[src/hw/rtl/wadx_pkg.sv]
// shared types and constants of the adx indicator
package wadx_pkg;

  localparam int PRICE_BITS = 32;
  localparam int FRAC_BITS  = 16;
  localparam int MAX_PERIOD = 64;
  localparam int PER_BITS   = 7;
  localparam int SUM_BITS   = 54;
  localparam int MOVE_BITS  = PRICE_BITS + FRAC_BITS;
  localparam int PCT_BITS   = 23;
  localparam int DIV_BITS   = SUM_BITS + 7 + FRAC_BITS;
  localparam int DCNT_BITS  = 7;
  localparam int HIST_AW    = 6;
  localparam int TOTAL_BITS = 29;
  localparam int PROD_BITS  = 2 * PCT_BITS;
  localparam int ADXP_BITS  = 31;

  localparam logic [PCT_BITS-1:0] PCT_MAX     = 23'd6553600;
  localparam logic [PER_BITS-1:0] PERIOD_RST  = 7'd14;
  localparam logic [PER_BITS-1:0] BARS_MAX    = 7'd127;

  typedef enum logic [3:0] {
    ST_IDLE,
    ST_CHECK,
    ST_ACCUM,
    ST_LOAD,
    ST_WAIT,
    ST_DX_MUL,
    ST_FIRST,
    ST_ADX_MUL,
    ST_FINISH,
    ST_COMMIT,
    ST_OUTPUT
  } state_t;

  typedef enum logic [2:0] {
    OP_SMP,
    OP_SMM,
    OP_SMR,
    OP_DIP,
    OP_DIM,
    OP_DX,
    OP_AVG,
    OP_ADX
  } op_t;

  typedef struct packed {
    logic accept;
    logic moves;
    logic accum;
    logic div_go;
    logic capture;
    logic dx_mul;
    logic first;
    logic adx_mul;
    logic finish;
    logic commit;
    logic out_load;
    op_t  op;
  } cmd_t;

  typedef struct packed {
    logic fin;
    logic bars_zero;
    logic warm;
    logic adx_valid;
    logic avg_due;
    logic div_done;
    logic out_free;
  } stat_t;

endpackage

[src/hw/rtl/wadx_ctrl.sv]
// controller: sequences one bar through the datapath and the shared divider
module wadx_ctrl (
  input  logic            clk,
  input  logic            rst,
  input  logic            in_valid,
  input  wadx_pkg::stat_t st,
  output wadx_pkg::cmd_t  cmd
);
  import wadx_pkg::*;

  state_t state, state_next;
  op_t    op, op_next;

  always_ff @(posedge clk) begin
    if (rst) begin
      state <= ST_IDLE;
      op    <= OP_SMP;
    end else begin
      state <= state_next;
      op    <= op_next;
    end
  end

  always_comb begin
    state_next = state;
    op_next    = op;
    unique case (state)
      ST_IDLE: if (in_valid) state_next = ST_CHECK;
      ST_CHECK: begin
        if ((st.fin && st.bars_zero) || (!st.fin && !st.adx_valid)) begin
          state_next = ST_COMMIT;
        end else if (st.fin && st.warm) begin
          state_next = ST_ACCUM;
        end else begin
          state_next = ST_LOAD;
          op_next    = OP_SMP;
        end
      end
      ST_ACCUM: state_next = ST_COMMIT;
      ST_LOAD:  state_next = ST_WAIT;
      ST_WAIT: begin
        if (st.div_done) begin
          state_next = ST_LOAD;
          unique case (op)
            OP_SMP: op_next = OP_SMM;
            OP_SMM: op_next = OP_SMR;
            OP_SMR: op_next = OP_DIP;
            OP_DIP: op_next = OP_DIM;
            OP_DIM: state_next = ST_DX_MUL;
            OP_DX:  state_next = (st.fin && !st.adx_valid) ? ST_FIRST : ST_ADX_MUL;
            default: state_next = ST_FINISH;
          endcase
        end
      end
      ST_DX_MUL: begin
        state_next = ST_LOAD;
        op_next    = OP_DX;
      end
      ST_FIRST: begin
        if (st.avg_due) begin
          state_next = ST_LOAD;
          op_next    = OP_AVG;
        end else begin
          state_next = ST_FINISH;
        end
      end
      ST_ADX_MUL: begin
        state_next = ST_LOAD;
        op_next    = OP_ADX;
      end
      ST_FINISH: state_next = ST_COMMIT;
      ST_COMMIT: state_next = ST_OUTPUT;
      ST_OUTPUT: if (st.out_free) state_next = ST_IDLE;
      default:   state_next = ST_IDLE;
    endcase
  end

  always_comb begin
    cmd          = '0;
    cmd.op       = op;
    cmd.accept   = (state == ST_IDLE) && in_valid;
    cmd.moves    = state == ST_CHECK;
    cmd.accum    = state == ST_ACCUM;
    cmd.div_go   = state == ST_LOAD;
    cmd.capture  = (state == ST_WAIT) && st.div_done;
    cmd.dx_mul   = state == ST_DX_MUL;
    cmd.first    = state == ST_FIRST;
    cmd.adx_mul  = state == ST_ADX_MUL;
    cmd.finish   = state == ST_FINISH;
    cmd.commit   = state == ST_COMMIT;
    cmd.out_load = (state == ST_OUTPUT) && st.out_free;
  end

endmodule

[config.mk]
export PLATFORM = sky130hd
export DESIGN_NAME = wadx_ctrl
export DESIGN_NICKNAME = d
export VERILOG_FILES = /design/src/hw/rtl/wadx_pkg.sv /design/src/hw/rtl/wadx_ctrl.sv
export SDC_FILE = /design/constraint.sdc
export NUM_CORES = 1
export LEC_CHECK = 0
export ABC_AREA = 1
export BUFFER_PORTS_ARGS = -buffer_cell sky130_fd_sc_hd__buf_2
export CAP_MARGIN = 20
export CORE_UTILIZATION = 47
export DETAILED_ROUTE_END_ITERATION = 8
export GPL_TIMING_DRIVEN = 1
export PLACE_DENSITY_LB_ADDON = 0.15
export SETUP_SLACK_MARGIN = 0.4
export SLEW_MARGIN = 20
export SYNTH_ARGS = -nofsm -noshare
export SYNTH_HDL_FRONTEND = slang
export SYNTH_SLANG_ARGS = --single-unit
[constraint.sdc]
create_clock -name clk -period 1.4 [get_ports clk]
set_input_delay 0.07 -clock clk [delete_from_list [all_inputs] [get_ports clk]]
set_output_delay 0.07 -clock clk [all_outputs]
set_load 0.03 [all_outputs]
==> impl_results.md, run 1 <==
- Die Wd: 39.8 um
- IO Count: 24
- Mux cell area share after synthesis: 0%
- Syn_nets: 145
- Worst EP post-GRT repair: state[1]$_SDFFE_PP0P_/D
- GRT Residual Overflow: 7
- Placed inst area: 857 um^2
- Outcome: did not finish
- Overall Global Routing Usage: 64.4%
- Worst EP kind: register input
- Post-synthesis cell area: 671 um^2
- Synth area leaders: nand2_1, dfxtp_1, nor2_1
- Longest Clk Path Bufs: 2
- Syn avg cell area: 4.97 um^2
- Die H: 39.8 um
- CTS root buf: clkbuf_4
- H-tree depth: 1
- Register bit total from synthesis: 7
- Error: [ERROR GRT-0232] Routing congestion too high. Check the congestion heatmap in the GUI.
- Row cnt: 13
- Port bufs: 23
- Distinct cells, synth: 15
- Mapped Cells: 135
- Xor and xnor area share after synthesis: 0%
- Post-synthesis sequential area ratio: 20.9%
- YS warnings: 0
- Largest net degree at the start of global routing: 10
- Initial core utilization: 50.9%
- Synth Area in Adders: 0%
- Clock sink count: 7
- Share of the synthesized area in the top cell type: 27.4%
- Synth Area in Simple Gates: 58.6%
- Stopped at: 5_1_grt
- Inst Count DP: 174
- Compound-cell area share of the yosys netlist: 7.09%
- RePlAce Congestion: 0.904
- Clock buffer count from CTS: 3
- Synth area leader: nand2_1
- Largest family of logic cells by synthesized area: simple AND/OR/NAND/NOR gates
- Placed wire-length estimate: 1590 um
==> Yosys cell counts, drive strengths merged <==
master	instances
nor3	2
nand3	11
nor2	30
a22oi	1
inv	23
clkbuf	1
o21ai	5
dfxtp	7
nand2	52
a21oi	3
==> metrics by stage <==
step | setup WS, ns | hold WS, ns
3_5_place_dp | 0.0828 | 0.288
2_1_floorplan | 0.218 | 0.132
4_1_cts | 0.170 | 0.0245
3_3_place_gp | 0.0900 | 0.285
==> layer usage <==
metal	global-route usage (%)	overflow
met1	66.1	0
met2	82.4	5
met3	39.8	0
met4	70.7	2
met5	0	0
==> kinds of logic after synthesis <==
logic type | count (synthesis)
simple gates | 95
flops | 7
buf+inv | 24
compound gates | 9
==> repair_timing <==
| action | 4_1_cts |
|---|---|
| pin swaps | 4 |
| endpoints found under the hold margin | 0 |
| setup endpoints to repair | 18 |
| buffers inserted | 5 |
| hold buffers | 0 |
| resized for setup | 61 |
==> inputs of run 2 (changes only) <==
--- a/config.mk
+++ b/config.mk
@@ -8,11 +8,11 @@
 export ABC_AREA = 1
 export BUFFER_PORTS_ARGS = -buffer_cell sky130_fd_sc_hd__buf_2
 export CAP_MARGIN = 20
-export CORE_UTILIZATION = 47
+export CORE_AREA = 2 2 63 65
 export DETAILED_ROUTE_END_ITERATION = 8
+export DIE_AREA = 0 0 65 67
 export GPL_TIMING_DRIVEN = 1
 export PLACE_DENSITY_LB_ADDON = 0.15
-export SETUP_SLACK_MARGIN = 0.4
 export SLEW_MARGIN = 20
 export SYNTH_ARGS = -nofsm -noshare
 export SYNTH_HDL_FRONTEND = slang
==> run 2 against run 1 <==
  * The flow now finishes without violations
  * Area after synthesis did not move
  * Synthesized cell count did not move
==> impl_results.md, run 2 <==
- Reg2Reg Depth: 8
- Final setup violation count: 0
- Register bit total from synthesis: 7
- Share of post-route cells with drive strength above 1: 29.9%
- Worst slack, placed: 0.0252 ns
- Final Hold Fails: 0
- F_max: 760 MHz
- Worst skew pair latency: 0.22 ns
- Routed wire per std cell: 9.86 um
- NetSw: 0.624 mW
- Max-cap violations: 0
- Syn avg cell area: 4.97 um^2
- RePlAce Congestion: 0.842
- Peak supply drop: 0.975 mV
- Hold Buf Count CTS: 0
- Pwr dens: 1400 mW/mm^2
- Core outline area: 0.00361 mm^2
- Comb pwr share: 54.2%
- CTS root buf: clkbuf_8
- Synth area leaders: nand2_1, dfxtp_1, nor2_1
- Outcome: finished clean
- Largest net degree at the start of global routing: 10
- Max FO, Critical Path: 5
- Routed Antenna Nets: 0
- DR iter-0 viols: 32
- Clock sink count: 7
- Worst-path clk slew: 0.04 ns
- Clock network fraction of total power: 21.2%
- Longest Clk Path Bufs: 2
- Post-synth top flop: dfxtp_1
- Row cnt: 22
- Vias in the first global route: 803
- Worst Setup Start Kind: flip-flop
- Reg-to-reg endpoint: state[1]
- Post-synth top cells: nand2_1, nor2_1, inv_1
- Critical path endpoint category: output port
- Setup crit end: cmd[3]
- H-tree depth: 1
- Max reg flops: 4
- CP required: 1.33 ns
- Worst EP arrival: 1.25 ns
- Port bufs: 23
- Via count: 859
- Worst path setup slack after routing: 0.0840 ns
- Initial core utilization: 18.6%
- Total Wirelength: 2090 um
- IO Count: 24
- CP Class: flip-flop to output port
- Fillers: 434
- Largest registers: state x4, op x3
- Die Wd: 65 um
- Setup bufs post-CTS: 0
- DRT Pass-1 Iters: 4
- Clock buffer count from CTS: 3
- Top reg by flops: state
- Register share of total power: 24.6%
- Slew HR: 80.2%
- GRT Residual Overflow: 0
- Min-delay worst type: primary input to flip-flop
- Number of synthesized flops with an enable pin: 0
- Most common cell after layout, fill and taps aside: nand2_1
- Full die area: 0.00436 mm^2
- Nets@finish: 175
- Sw Share: 47.4%
- Fin Hold WS: 0.0568 ns
- Setup Skew: 0.00204 ns
- Synth area leader: nand2_1
- Overall Global Routing Usage: 10.6%
- Leak pwr: 0.551 nW
- Area grow syn2layout: 40.3%
- Placed wire-length estimate: 1790 um
- Syn_nets: 145
- Crit share post-route: 94.0%
- DRC: 0
- Worst setup startpoint: state[0]
- Post-synthesis sequential area ratio: 20.9%
- Mapped Cells: 135
- First-pass GRT wire length: 3540 um
- Number of diodes: 0
- Die H: 67 um
- Slew Limit Fails: 0
- Worst slew pin tran: 0.296 ns
- Post-synthesis cell area: 671 um^2
- Reg2reg setup slack: 0.16 ns
- Commonest non-fill, non-tap cells in the layout: nand2_1, buf_2, nor2_1
- CTS tree: done
- Post-layout minimum cycle time: 1.32 ns
- Share of the synthesized area in the top cell type: 27.4%
- Distinct cells, synth: 15
- Worst R2R Start: state[1]
- RSZ-0062 raised after global routing: no
- YS warnings: 0
- Cell with the most instances after synthesis: nand2_1
- Pint: 0.691 mW
- DR vias/cell: 4.05
- FFs w/ async S/R, synth: 0%
- Initial antenna violation count: 0
-- run 2: cell counts after synthesis --
Identical to the previous run, type by type.
-- run 2: routing by layer --
layer / wire, um / share of wire, % / GRT usage (%) / up-vias
li1: - / - / - / 464
met1: 1010 / 48 / 14.0 / 372
met2: 936 / 45 / 17.5 / 23
met3: 145 / 6.9 / 3.89 / 0
met4: 0 / 0 / 0 / 0
met5: 0 / 0 / 0 / -
-- run 2: timing repair --
action / CTS / global route
endpoints found under the setup margin: 2 / 13
hold endpoints to repair: 0 / 0
gates cloned: 0 / 0
gates resized for setup: 2 / 13
-- run 2: cell families (layout without fill, tap and decap cells) --
logic type,after synthesis,count (layout),synth area share (%)
buf+inv,24,53,13.4
compound gates,9,9,7.09
flops,7,7,20.9
simple gates,95,95,58.6
-- run 2: worst min path at each step --
stage	startpoint	end	slack, ns	cells after the start
after global placement	rst	state[0]	0.31	2
after floorplan	rst	state[1]	0.14	1
after CTS	rst	state[2]	0.07	2
after global routing	rst	state[0]	0.07	2
after detailed placement	rst	state[2]	0.30	2
final	rst	state[2]	0.06	2
-- run 2: worst max-delay path, cell delays in order (launching register included) --
cell and delay (ns):
dfxtp_2 0.34, buf_4 0.15, nor2_2 0.14, nand2_1 0.10
nor2_1 0.09, buf_2 0.20
-- run 2: power by group through the flow --
stage | clock (mW) | sequential, mW | combinational, mW
after global routing | 0.300 | 0.336 | 0.804
final | 0.278 | 0.324 | 0.713
after detailed placement | 0 | 0.322 | 0.692
after CTS | 0.287 | 0.319 | 0.697
after floorplan | 0 | 0.346 | 0.455
after global placement | 0 | 0.324 | 0.710
-- run 2: per-stage QoR --
step	area [um^2]	TNS [ns]	cells	utilization (%)	power [mW]
after floorplan	673	0	135	-	0.801
after global placement	867	-0.0695	208	24.0	1.03
after detailed placement	867	0	208	24.0	1.01
after CTS	915	0	212	25.4	1.30
after global routing	941	0	212	26.1	1.44
final	941	0	212	26.1	1.31
-- run 2: layout make-up --
cell class | instances | area, um^2 | share of cell area [%]
repair buffers | 26 | 140 | 14.9
clock buffers | 4 | 45.0 | 4.79
well taps | 48 | 60.1 | 6.38
multi-input cells | 104 | 463 | 49.2
flip-flops and latches | 7 | 144 | 15.3
inverters | 23 | 88.8 | 9.44
Note: power is estimated with default switching activity, not from simulation.
